===== src/hw/rtl/rrpg_pkg.sv =====
// ----------------------------------------------------------------------------
// rrpg_pkg
// Shared types and codes for the rounded rectangle path generator.
// ----------------------------------------------------------------------------
package rrpg_pkg;

  localparam int COORD_W             = 32;
  localparam int COORD_FRAC_BITS_DEF = 16;
  localparam int IN_DATA_W           = 6 * COORD_W;
  localparam int OUT_DATA_W          = 6 * COORD_W;
  localparam int KIND_W              = 3;

  typedef logic signed [COORD_W-1:0] coord_t;
  typedef logic [KIND_W-1:0]         seg_kind_t;

  localparam seg_kind_t KIND_MOVE  = 3'd0;
  localparam seg_kind_t KIND_LINE  = 3'd1;
  localparam seg_kind_t KIND_CURVE = 3'd2;
  localparam seg_kind_t KIND_CLOSE = 3'd3;
  localparam seg_kind_t KIND_EMPTY = 3'd4;

endpackage


===== src/hw/rtl/rounded_rect_path_generator.sv =====
// ----------------------------------------------------------------------------
// rounded_rect_path_generator
// Turns one rectangle with corner radii into a stream of path segments.
// ----------------------------------------------------------------------------
// Input channel (in_*): one rectangle per item, six signed fixed point words.
// Output channel (out_*): one path segment per item; tuser is the segment
// kind, tlast marks the final segment of a rectangle.
// A rectangle yields 1 segment when empty, 6 for square corners and 6 to 10
// for rounded corners (straight edges only where the radius leaves room).
// The first segment passes the input register, clamp and multiply register,
// geometry register and output register in that order. Throughput is one
// segment per cycle while the receiver accepts: a rectangle occupies the
// segment sequencer until its last segment is loaded, and the next
// rectangle starts in the cycle after the last segment of the one before.
// Up to two more rectangles wait in the input and multiply registers.
// Reset (rst_n low, synchronous) empties every stage; out_tvalid drops.
// When the receiver stalls, the output register holds its segment, the
// sequencer holds, and in_tready falls once the front stages are full.
// ----------------------------------------------------------------------------
module rounded_rect_path_generator #(
  parameter int COORD_FRAC_BITS = rrpg_pkg::COORD_FRAC_BITS_DEF
) (
  input  logic                             clk,
  input  logic                             rst_n,
  input  logic                             in_tvalid,
  output logic                             in_tready,
  // rect_x, rect_y, rect_width, rect_height, radius_x, radius_y (lowest first)
  input  logic [rrpg_pkg::IN_DATA_W-1:0]   in_tdata,
  output logic                             out_tvalid,
  input  logic                             out_tready,
  // ctrl1_x, ctrl1_y, ctrl2_x, ctrl2_y, end_x, end_y (lowest first)
  output logic [rrpg_pkg::OUT_DATA_W-1:0]  out_tdata,
  // segment_kind
  output logic [rrpg_pkg::KIND_W-1:0]      out_tuser,
  output logic                             out_tlast
);
  import rrpg_pkg::*;

  localparam int PW = COORD_W + COORD_FRAC_BITS + 1;
  localparam longint KCOEF_L = (223 * (longint'(1) << COORD_FRAC_BITS) + 250) / 500;
  localparam logic signed [COORD_FRAC_BITS:0] KCOEF = KCOEF_L[COORD_FRAC_BITS:0];
  localparam logic signed [PW-1:0] RND = PW'(1) <<< (COORD_FRAC_BITS - 1);

  localparam logic [1:0] MODE_EMPTY  = 2'd0;
  localparam logic [1:0] MODE_SQUARE = 2'd1;
  localparam logic [1:0] MODE_ROUND  = 2'd2;

  // Segment slots of a rounded outline
  localparam logic [3:0] SL_MOVE   = 4'd0;
  localparam logic [3:0] SL_CRV_TL = 4'd1;
  localparam logic [3:0] SL_LN_L   = 4'd2;
  localparam logic [3:0] SL_CRV_BL = 4'd3;
  localparam logic [3:0] SL_LN_B   = 4'd4;
  localparam logic [3:0] SL_CRV_BR = 4'd5;
  localparam logic [3:0] SL_LN_R   = 4'd6;
  localparam logic [3:0] SL_CRV_TR = 4'd7;
  localparam logic [3:0] SL_LN_T   = 4'd8;
  localparam logic [3:0] SL_CLOSE  = 4'd9;
  // Segment slots of a square outline
  localparam logic [3:0] SQ_MOVE   = 4'd0;
  localparam logic [3:0] SQ_LN_L   = 4'd1;
  localparam logic [3:0] SQ_LN_B   = 4'd2;
  localparam logic [3:0] SQ_LN_R   = 4'd3;
  localparam logic [3:0] SQ_LN_T   = 4'd4;

  // ---------------- stage A: input register ----------------
  logic   a_vld_r, a_vld_nxt;
  coord_t a_x_r, a_y_r, a_w_r, a_h_r, a_rx_r, a_ry_r;

  // ---------------- stage B: clamp and multiply ----------------
  logic                 b_vld_r, b_vld_nxt;
  logic [1:0]           b_mode_r;
  logic                 b_line_x_r, b_line_y_r;
  coord_t               b_x_r, b_y_r, b_w_r, b_h_r, b_rx_r, b_ry_r;
  logic signed [PW-1:0] b_px_r, b_py_r;

  // ---------------- stage G: segment sequencer ----------------
  logic       g_vld_r, g_vld_nxt;
  logic [1:0] g_mode_r;
  logic       g_line_x_r, g_line_y_r;
  logic [3:0] g_slot_r;
  coord_t     g_x_r, g_y_r, g_xw_r, g_yh_r, g_rx_r, g_ry_r, g_kx_r, g_ky_r;

  // ---------------- output register ----------------
  logic      out_vld_r, out_vld_nxt;
  coord_t    o_c1x_r, o_c1y_r, o_c2x_r, o_c2y_r, o_ex_r, o_ey_r;
  seg_kind_t o_kind_r;
  logic      o_last_r;

  // Handshake between stages
  logic in_acc, out_load, g_done, g_take, b_take;
  logic seg_last;

  assign out_load  = g_vld_r && (!out_vld_r || out_tready);
  assign g_done    = out_load && seg_last;
  assign g_take    = b_vld_r && (!g_vld_r || g_done);
  assign b_take    = a_vld_r && (!b_vld_r || g_take);
  assign in_tready = !a_vld_r || b_take;
  assign in_acc    = in_tvalid && in_tready;

  // ---------------- A -> B logic ----------------
  logic                 a_empty, a_round;
  logic signed [32:0]   a_rx2, a_ry2, a_w33, a_h33;
  logic                 a_line_x, a_line_y;
  coord_t               a_rxc, a_ryc;
  logic signed [PW-1:0] a_px, a_py;

  assign a_empty  = (a_w_r <= 0) || (a_h_r <= 0);
  assign a_round  = (a_rx_r != 0) && (a_ry_r != 0);
  assign a_rx2    = {a_rx_r, 1'b0};
  assign a_ry2    = {a_ry_r, 1'b0};
  assign a_w33    = {a_w_r[COORD_W-1], a_w_r};
  assign a_h33    = {a_h_r[COORD_W-1], a_h_r};
  assign a_line_x = a_rx2 < a_w33;
  assign a_line_y = a_ry2 < a_h33;
  // Clamp a radius to half its side; only reached for a positive side
  assign a_rxc    = (a_rx2 > a_w33) ? (a_w_r >>> 1) : a_rx_r;
  assign a_ryc    = (a_ry2 > a_h33) ? (a_h_r >>> 1) : a_ry_r;
  assign a_px     = a_rxc * KCOEF;
  assign a_py     = a_ryc * KCOEF;

  // ---------------- B -> G logic ----------------
  logic signed [PW-1:0] b_kx_sh, b_ky_sh;
  coord_t               b_xw, b_yh;

  // Round to nearest, halves up: add half and floor
  assign b_kx_sh = (b_px_r + RND) >>> COORD_FRAC_BITS;
  assign b_ky_sh = (b_py_r + RND) >>> COORD_FRAC_BITS;
  assign b_xw    = b_x_r + b_w_r;
  assign b_yh    = b_y_r + b_h_r;

  // ---------------- segment generation ----------------
  seg_kind_t  seg_kind;
  coord_t     seg_c1x, seg_c1y, seg_c2x, seg_c2y, seg_ex, seg_ey;
  logic [3:0] slot_inc, slot_nxt;
  logic       skip_slot;

  assign slot_inc  = g_slot_r + 4'd1;
  assign skip_slot = (((slot_inc == SL_LN_L) || (slot_inc == SL_LN_R)) && !g_line_y_r) ||
                     (((slot_inc == SL_LN_B) || (slot_inc == SL_LN_T)) && !g_line_x_r);
  assign slot_nxt  = (g_mode_r == MODE_ROUND && skip_slot) ? (g_slot_r + 4'd2) : slot_inc;

  always_comb begin
    seg_kind = KIND_EMPTY;
    seg_c1x  = '0;
    seg_c1y  = '0;
    seg_c2x  = '0;
    seg_c2y  = '0;
    seg_ex   = '0;
    seg_ey   = '0;
    seg_last = 1'b0;
    unique case (g_mode_r)
      MODE_SQUARE: begin
        unique case (g_slot_r)
          SQ_MOVE: begin
            seg_kind = KIND_MOVE;
            seg_ex   = g_x_r;
            seg_ey   = g_y_r;
          end
          SQ_LN_L: begin
            seg_kind = KIND_LINE;
            seg_ex   = g_x_r;
            seg_ey   = g_yh_r;
          end
          SQ_LN_B: begin
            seg_kind = KIND_LINE;
            seg_ex   = g_xw_r;
            seg_ey   = g_yh_r;
          end
          SQ_LN_R: begin
            seg_kind = KIND_LINE;
            seg_ex   = g_xw_r;
            seg_ey   = g_y_r;
          end
          SQ_LN_T: begin
            seg_kind = KIND_LINE;
            seg_ex   = g_x_r;
            seg_ey   = g_y_r;
          end
          default: begin
            seg_kind = KIND_CLOSE;
            seg_ex   = g_x_r;
            seg_ey   = g_y_r;
            seg_last = 1'b1;
          end
        endcase
      end
      MODE_ROUND: begin
        unique case (g_slot_r)
          SL_MOVE: begin
            seg_kind = KIND_MOVE;
            seg_ex   = g_x_r + g_rx_r;
            seg_ey   = g_y_r;
          end
          SL_CRV_TL: begin
            seg_kind = KIND_CURVE;
            seg_c1x  = g_x_r + g_kx_r;
            seg_c1y  = g_y_r;
            seg_c2x  = g_x_r;
            seg_c2y  = g_y_r + g_ky_r;
            seg_ex   = g_x_r;
            seg_ey   = g_y_r + g_ry_r;
          end
          SL_LN_L: begin
            seg_kind = KIND_LINE;
            seg_ex   = g_x_r;
            seg_ey   = g_yh_r - g_ry_r;
          end
          SL_CRV_BL: begin
            seg_kind = KIND_CURVE;
            seg_c1x  = g_x_r;
            seg_c1y  = g_yh_r - g_ky_r;
            seg_c2x  = g_x_r + g_kx_r;
            seg_c2y  = g_yh_r;
            seg_ex   = g_x_r + g_rx_r;
            seg_ey   = g_yh_r;
          end
          SL_LN_B: begin
            seg_kind = KIND_LINE;
            seg_ex   = g_xw_r - g_rx_r;
            seg_ey   = g_yh_r;
          end
          SL_CRV_BR: begin
            seg_kind = KIND_CURVE;
            seg_c1x  = g_xw_r - g_kx_r;
            seg_c1y  = g_yh_r;
            seg_c2x  = g_xw_r;
            seg_c2y  = g_yh_r - g_ky_r;
            seg_ex   = g_xw_r;
            seg_ey   = g_yh_r - g_ry_r;
          end
          SL_LN_R: begin
            seg_kind = KIND_LINE;
            seg_ex   = g_xw_r;
            seg_ey   = g_y_r + g_ry_r;
          end
          SL_CRV_TR: begin
            seg_kind = KIND_CURVE;
            seg_c1x  = g_xw_r;
            seg_c1y  = g_y_r + g_ky_r;
            seg_c2x  = g_xw_r - g_kx_r;
            seg_c2y  = g_y_r;
            seg_ex   = g_xw_r - g_rx_r;
            seg_ey   = g_y_r;
          end
          SL_LN_T: begin
            seg_kind = KIND_LINE;
            seg_ex   = g_x_r + g_rx_r;
            seg_ey   = g_y_r;
          end
          default: begin
            seg_kind = KIND_CLOSE;
            seg_ex   = g_x_r + g_rx_r;
            seg_ey   = g_y_r;
            seg_last = 1'b1;
          end
        endcase
      end
      default: begin
        seg_kind = KIND_EMPTY;
        seg_last = 1'b1;
      end
    endcase
  end

  // ---------------- control registers ----------------
  always_comb begin
    a_vld_nxt   = in_acc ? 1'b1 : (b_take ? 1'b0 : a_vld_r);
    b_vld_nxt   = b_take ? 1'b1 : (g_take ? 1'b0 : b_vld_r);
    g_vld_nxt   = g_take ? 1'b1 : (g_done ? 1'b0 : g_vld_r);
    out_vld_nxt = out_load ? 1'b1 : (out_tready ? 1'b0 : out_vld_r);
  end

  always_ff @(posedge clk) begin
    if (!rst_n) begin
      a_vld_r   <= 1'b0;
      b_vld_r   <= 1'b0;
      g_vld_r   <= 1'b0;
      out_vld_r <= 1'b0;
      g_slot_r  <= '0;
    end else begin
      a_vld_r   <= a_vld_nxt;
      b_vld_r   <= b_vld_nxt;
      g_vld_r   <= g_vld_nxt;
      out_vld_r <= out_vld_nxt;
      // Restart the slot count on a new rectangle, else advance per segment
      if (g_take) begin
        g_slot_r <= '0;
      end else if (out_load) begin
        g_slot_r <= slot_nxt;
      end
    end
  end

  // ---------------- payload registers ----------------
  always_ff @(posedge clk) begin
    if (in_acc) begin
      a_x_r  <= in_tdata[0*COORD_W +: COORD_W];
      a_y_r  <= in_tdata[1*COORD_W +: COORD_W];
      a_w_r  <= in_tdata[2*COORD_W +: COORD_W];
      a_h_r  <= in_tdata[3*COORD_W +: COORD_W];
      a_rx_r <= in_tdata[4*COORD_W +: COORD_W];
      a_ry_r <= in_tdata[5*COORD_W +: COORD_W];
    end
    if (b_take) begin
      b_mode_r   <= a_empty ? MODE_EMPTY : (a_round ? MODE_ROUND : MODE_SQUARE);
      b_line_x_r <= a_line_x;
      b_line_y_r <= a_line_y;
      b_x_r      <= a_x_r;
      b_y_r      <= a_y_r;
      b_w_r      <= a_w_r;
      b_h_r      <= a_h_r;
      b_rx_r     <= a_rxc;
      b_ry_r     <= a_ryc;
      b_px_r     <= a_px;
      b_py_r     <= a_py;
    end
    if (g_take) begin
      g_mode_r   <= b_mode_r;
      g_line_x_r <= b_line_x_r;
      g_line_y_r <= b_line_y_r;
      g_x_r      <= b_x_r;
      g_y_r      <= b_y_r;
      g_xw_r     <= b_xw;
      g_yh_r     <= b_yh;
      g_rx_r     <= b_rx_r;
      g_ry_r     <= b_ry_r;
      g_kx_r     <= b_kx_sh[COORD_W-1:0];
      g_ky_r     <= b_ky_sh[COORD_W-1:0];
    end
    if (out_load) begin
      o_kind_r <= seg_kind;
      o_c1x_r  <= seg_c1x;
      o_c1y_r  <= seg_c1y;
      o_c2x_r  <= seg_c2x;
      o_c2y_r  <= seg_c2y;
      o_ex_r   <= seg_ex;
      o_ey_r   <= seg_ey;
      o_last_r <= seg_last;
    end
  end

  assign out_tvalid = out_vld_r;
  assign out_tdata  = {o_ey_r, o_ex_r, o_c2y_r, o_c2x_r, o_c1y_r, o_c1x_r};
  assign out_tuser  = o_kind_r;
  assign out_tlast  = o_last_r;

  // ---------------- assertions ----------------
  a_last_kind: assert property (@(posedge clk) disable iff (!rst_n)
    out_tvalid && out_tlast |-> (out_tuser == KIND_EMPTY) || (out_tuser == KIND_CLOSE))
    else $error("last segment is neither closepath nor empty");

  a_end_kind_last: assert property (@(posedge clk) disable iff (!rst_n)
    out_tvalid && ((out_tuser == KIND_EMPTY) || (out_tuser == KIND_CLOSE)) |-> out_tlast)
    else $error("closepath or empty segment without tlast");

  a_slot_range: assert property (@(posedge clk) disable iff (!rst_n)
    g_vld_r |-> (g_slot_r <= SL_CLOSE))
    else $error("segment slot past closepath");

  a_take_when_free: assert property (@(posedge clk) disable iff (!rst_n)
    g_take |-> !g_vld_r || (out_load && seg_last))
    else $error("sequencer reloaded while a rectangle is unfinished");

endmodule

===== config.mk =====
export PLATFORM = sky130hd
export DESIGN_NAME = rounded_rect_path_generator
export DESIGN_NICKNAME = d
export VERILOG_FILES = /design/src/hw/rtl/rrpg_pkg.sv /design/src/hw/rtl/rounded_rect_path_generator.sv
export SDC_FILE = /design/constraint.sdc
export NUM_CORES = 2
export LEC_CHECK = 0
export BUFFER_PORTS_ARGS = -buffer_cell sky130_fd_sc_hd__buf_2
export CAP_MARGIN = 20
export CORE_MARGIN = 2
export CORE_UTILIZATION = 35
export DETAILED_ROUTE_END_ITERATION = 8
export SLEW_MARGIN = 10
export SYNTH_ARGS = -nofsm -noshare
export SYNTH_HDL_FRONTEND = slang
export SYNTH_SLANG_ARGS = --single-unit

===== constraint.sdc =====
create_clock -name clk -period 15.3 [get_ports clk]
set_clock_uncertainty 0.2 [all_clocks]
set_input_delay 3.06 -clock clk [delete_from_list [all_inputs] [get_ports clk]]
set_output_delay 3.06 -clock clk [all_outputs]
set_load 0.005 [all_outputs]

-- Word level (Yosys, flattened, before mapping)
Cells that the tools add are included.
- word-level logic and storage cells: 149
- input bits: 196
- register bits after elaboration: 948
- add/sub/neg operators: 14
- multiply operators: 2
- equal/unequal tests: 14
- reduce and logical (&&, ||, !) cells: 43
- mux-type cells: 28
- bitwise gates (word level): 1
- magnitude comparators: 6
- operators by type and width (operator ; number):
    32-bit case mux with 4 select lines ; 4
    32-bit adder ; 6
    32-bit case mux with 3 select lines ; 2
    32-bit two-way mux ; 4
    32-bit case mux with 2 select lines ; 2
    32-bit subtractor ; 4
    48-bit by 17-bit adder with 48-bit output (second input constant) ; 2
    32-bit by 16-bit multiplier with 48-bit output (second input constant) ; 2
    33-bit by 32-bit > comparator with 1-bit output ; 2
    33-bit by 32-bit less-than comparator with 1-bit output ; 2
    32-bit by 1-bit <= comparator with 1-bit output (second input constant) ; 2
    32-bit nonzero test ; 2
    4-bit by 3-bit == test with 1-bit output (second input constant) ; 6
    2-bit OR reduction ; 8
    4-bit by 2-bit == test with 1-bit output (second input constant) ; 3
    4-bit OR reduction ; 3
    1-bit two-way mux ; 10
    1-bit logical AND ; 9
    9-bit OR reduction ; 1
    4-bit == test (second input constant) ; 2
    1-bit logical OR ; 8
    2-bit nonzero test ; 4
    1-bit logical NOT ; 6
    2-bit case mux with 3 select lines ; 1
    other kinds (13) ; 13

-- Depth between registers and ports, before layout
- depth after elaboration: 12
- gate-level depth with buffers: 41

-- Least setup slack after synthesis
No wires, ideal clock.
- path type: input-to-reg
- from: input out_tready
- to: register b_h_r[0], enable pin
- stages: 4
- path buffers: 0
- data required time: 14.181 ns
- arrival time: 14.977 ns
- setup slack: -0.796 ns
- path through: nor2b_1 o21ai_0 nor2_1 nor2b_1
- word-level cells in the longest chain between the ends: 7
- RTL lines (item ; RTL line ; RTL):
    start, declared ; rounded_rect_path_generator.sv:30 ; input logic out_tready,
    1-bit logical OR ; rounded_rect_path_generator.sv:94 ; assign out_load = g_vld_r && (!out_vld_r || out_tready);
    1-bit logical AND ; rounded_rect_path_generator.sv:94 ;
    1-bit logical AND ; rounded_rect_path_generator.sv:95 ; assign g_done = out_load && seg_last;
    1-bit logical OR ; rounded_rect_path_generator.sv:96 ; assign g_take = b_vld_r && (!g_vld_r || g_done);
    1-bit logical AND ; rounded_rect_path_generator.sv:96 ;
    1-bit logical OR ; rounded_rect_path_generator.sv:97 ; assign b_take = a_vld_r && (!b_vld_r || g_take);
    1-bit logical AND ; rounded_rect_path_generator.sv:97 ;
    named net b_take ; rounded_rect_path_generator.sv:91 ; logic in_acc, out_load, g_done, g_take, b_take;
    end signal, assigned ; rounded_rect_path_generator.sv:312 ; b_h_r <= a_h_r;
    end, declared ; rounded_rect_path_generator.sv:74 ; coord_t b_x_r, b_y_r, b_w_r, b_h_r, b_rx_r, b_ry_r;
The timed path passes the listed nets, and every way through them passes these cells.
A chain may end at the register's enable or synchronous reset.

-- Final worst setup path
- from: register a_h_r[31]
- to: register b_py_r[46] (data pin)
- word-level cells in the longest chain between the ends: 3
- RTL lines (item ; RTL line ; RTL):
    start, declared ; rounded_rect_path_generator.sv:68 ; coord_t a_x_r, a_y_r, a_w_r, a_h_r, a_rx_r, a_ry_r;
    start signal, assigned ; rounded_rect_path_generator.sv:301 ; a_h_r <= in_tdata[3*COORD_W +: COORD_W];
    33-bit by 32-bit > comparator with 1-bit output ; rounded_rect_path_generator.sv:118 ; assign a_ryc = (a_ry2 > a_h33) ? (a_h_r >>> 1) : a_ry_r;
    32-bit two-way mux ; rounded_rect_path_generator.sv:118 ;
    named net a_ryc[5] ; rounded_rect_path_generator.sv:105 ; coord_t a_rxc, a_ryc;
    32-bit by 16-bit multiplier with 48-bit output ; rounded_rect_path_generator.sv:120 ; assign a_py = a_ryc * KCOEF;
    named net a_py[46] ; rounded_rect_path_generator.sv:106 ; logic signed [PW-1:0] a_px, a_py;
    end signal, assigned ; rounded_rect_path_generator.sv:316 ; b_py_r <= a_py;
    end, declared ; rounded_rect_path_generator.sv:75 ; logic signed [PW-1:0] b_px_r, b_py_r;
The timed path passes the listed nets, and every way through them passes these cells.

==> key figures <==
Outcome
  – Status: finished, violations left
  – Failing checks: design-rule violations

Setup path
  – R2R setup slack: 4.38 ns
  – CP max stage cell: edfxtp_1
  – Worst r2r path cells: 33
  – Worst R2R Start: a_h_r[31]$_DFFE_PP_
  – Reg-to-Reg End: b_py_r[46]$_DFFE_PP_
  – Worst Path Max Fanout: 31
  – Setup crit start kind: flip-flop
  – Worst path most repeated cell: inv_1
  – Worst endpoint required time: 15.57 ns
  – Critical setup path kind: reg -> reg
  – Crit path arrival time: 11.20 ns
  – Max stage delay on crit path: 0.97 ns
  – Critical Path End Type: flip-flop

Placed design
  – DP HPWL: between 150000 and 200000 um
  – Gpl congestion: 0.985
  – PortBufs: 393

Detailed routing
  – WL/cell: 24.4 um
  – Pre-Repair DR Iteration Count: 9
  – Drt total wl: 235000 um
  – DR iter-0 viols: 5795
  – DRC: 30
  – DR vias: roughly 52000
  – Vias per inst: 5.40
  – Post-route ant nets: 0

Synth
  – Synth top area cells: edfxtp_1 (40%), ha_1 (13%), fa_1 (11%)
  – Post-synth top cells: inv_1 (968), edfxtp_1 (910), ha_1 (713), a21oi_1 (503), nand2_1 (492)
  – Mapped Nets: 7777
  – Post-synthesis sequential area ratio: 39.9%
  – Most frequent cell after synthesis: inv_1
  – Synth Area per Inst: between 10 and 15 um2
  – Synth Register Bits: 918
  – Synth Instances: around 6500
  – Post-synthesis cell type count: 99
  – Post-synthesis cell area: roughly 0.069 mm2
  – Post-synth ARST share: 0%
  – EDFF count, synth: 910
  – Dominant cell type by area after synthesis: edfxtp_1
  – Yosys top cell area share: 39.6%
  – Top FF cell, synth: edfxtp_1
  – Total number of yosys warnings: 0

Min path
  – Hold Path Sink: b_y_r[0]$_DFFE_PP_
  – Hold Path Origin: a_y_r[0]$_DFFE_PP_
  – Tightest Hold Check Type: reg -> reg
  – Hold Path Cell Cnt: 0

Clock tree
  – Resized Gates After CTS: 0
  – Number of setup buffers added after CTS: 0
  – H-tree depth: 3
  – Max clock buf depth: 3
  – Worst-path clk slew: 0.06 ns
  – Sink Count: a little over 900
  – CTS tree: yes
  – Clock Root Buffer: clkbuf_16
  – Worst skew pair latency: 0.79 ns
  – CTS Buf Count: 106
  – Post-CTS Hold Buffers: 0

STA
  – Final min period: about 11 ns
  – Worst slew pin tran: 1.38 ns
  – Final Max Slew Viols: 0
  – RSZ-0062 raised after global routing: no
  – Tcrit/Tclk final: 71.4%
  – Fin. Hold Viols: 0
  – Setup TNS Final: 0 ns
  – Max Fclk: 91.6 MHz
  – Finish-stage setup viols: 0
  – Max transition margin: 7.75%

Die
  – Site Rows: roughly 160
  – Die Span Y: 448 um
  – Die area: 0.200 mm2
  – Top-level port count: 394
  – Starting Density: 35.3%
  – Die span in x: 448 um
  – Core area: 0.195 mm2

Layout
  – Largest registers: b_px_r x33, b_py_r x33
  – Layout Area Growth over Synthesis: 13.1%
  – # nets final: 8160
  – # fillers: about 19000
  – Share of cells above drive strength 1: 10.2%

Global routing
  – Met2 Track Usage GR: a little over a third
  – Busiest grt layer: met2
  – Global-route wire length before repair: ~340000 um
  – Total track usage: 23.0%
  – Met1 GRT Util: a little under a third
  – Global route overflow: 0
  – Pin count of the biggest net entering global routing: 138
  – Vias in the first global route: ~50000
  – Met3 Use GR: 4.30%
  – Initial antenna violation count: 26

Flow run
  – Max cap viols: 0
[cells in the final DEF, fill, tap and decap left out, drive strengths merged, types with 13 or more instances in the layout]
cell,count
xor2,144
buf,446
fa,364
nor2,317
o22ai,19
ha,713
nand2b,54
nor4,46
xnor2,292
or2,14
a221oi,19
a21oi,504
a211oi,29
nand2,492
edfxtp,910
nor3,59
clkbuf,115
a31oi,50
o21bai,63
clkinv,41
mux2i,32
a21boi,22
inv,982
a222oi,127
bufinv,20
and3,34
nor2b,56
and2,22
a21o,198
o31ai,20
diode,13
o21a,76
o21ai,267
a41oi,13
o221a,16
o211ai,19
nand4,56
a22oi,68
nand3,86
[cells by family (layout without fill, tap and decap cells)]
logic type / Yosys count / count (layout) / synth area share, %
fa+ha+maj: 1077 / 1077 / 23.5
other cells: 0 / 13 / 0
mux: 39 / 39 / 0.585
buf+inv: 1141 / 1616 / 6.23
simple gates: 1281 / 1281 / 8.56
flops: 918 / 918 / 39.9
compound gates: 1612 / 1612 / 15.7
xor+xnor: 436 / 436 / 5.54
[through the flow]
| step | util, % | setup WS [ns] | hold slack [ns] | std cells | cell area (um2) |
|---|---|---|---|---|---|
| after global routing | 39.9 | 3.93 | 0.223 | 9604 | 77900 |
| after global placement | 37.9 | 4.70 | 0.203 | 9402 | 74000 |
| after detailed placement | 37.9 | 4.64 | 0.205 | 9402 | 74000 |
| final | 39.9 | 4.38 | 0.216 | 9616 | 77900 |
| after CTS | 39.9 | 4.60 | 0.215 | 9602 | 77900 |
| after floorplan | - | 1.56 | 0.200 | 6504 | 68900 |
[worst max-delay path, delay by kind of cell (launching register included)]
kind,cells,cell delay [ns]
flip-flops,1,0.97
adder cells (fa/ha/maj),8,3.67
AND/OR/NAND/NOR,6,0.74
AO/OA/AOI/OAI,12,4.07
buffers and inverters,6,0.82
XOR/XNOR,1,0.15
[area by class of cell]
cell class                      instances  area [um2]  share of cell area (%)
Antenna cell                           13        32.5                  0.0417
Clock buffer                          115        2710                    3.47
Clock inverter                         85        1130                    1.45
Inverter                              970        3650                    4.68
Multi-Input combinational cell       4445       37200                    47.8
Sequential cell                       918       27500                    35.3
Tap cell                             2624        3280                    4.21
Timing Repair Buffer                  446        2400                    3.08
[metal layers]
layer  up-vias  share of wire (%)
li1      24000                  -
met1     25400                 43
met2      2056                 43
met3       450                7.7
met4        32                6.4
met5         -              0.085
[worst max-delay path by stage]
stage / start / endpoint / slack, ns / depth (start not counted)
4_1_cts: a_h_r[31]$_DFFE_PP_ / b_py_r[46]$_DFFE_PP_ / 4.60 / 33
6_report: a_h_r[31]$_DFFE_PP_ / b_py_r[46]$_DFFE_PP_ / 4.38 / 33
5_1_grt: a_h_r[31]$_DFFE_PP_ / b_py_r[46]$_DFFE_PP_ / 3.93 / 33
3_3_place_gp: a_h_r[31]$_DFFE_PP_ / b_py_r[46]$_DFFE_PP_ / 4.70 / 31
2_1_floorplan: out_tready / a_h_r[0]$_DFFE_PP_ / 1.56 / 4
3_5_place_dp: a_h_r[31]$_DFFE_PP_ / b_py_r[46]$_DFFE_PP_ / 4.64 / 33
Power is not shown: default switching activity piles up to over one toggle a cycle in this logic, so the estimate is an artifact.
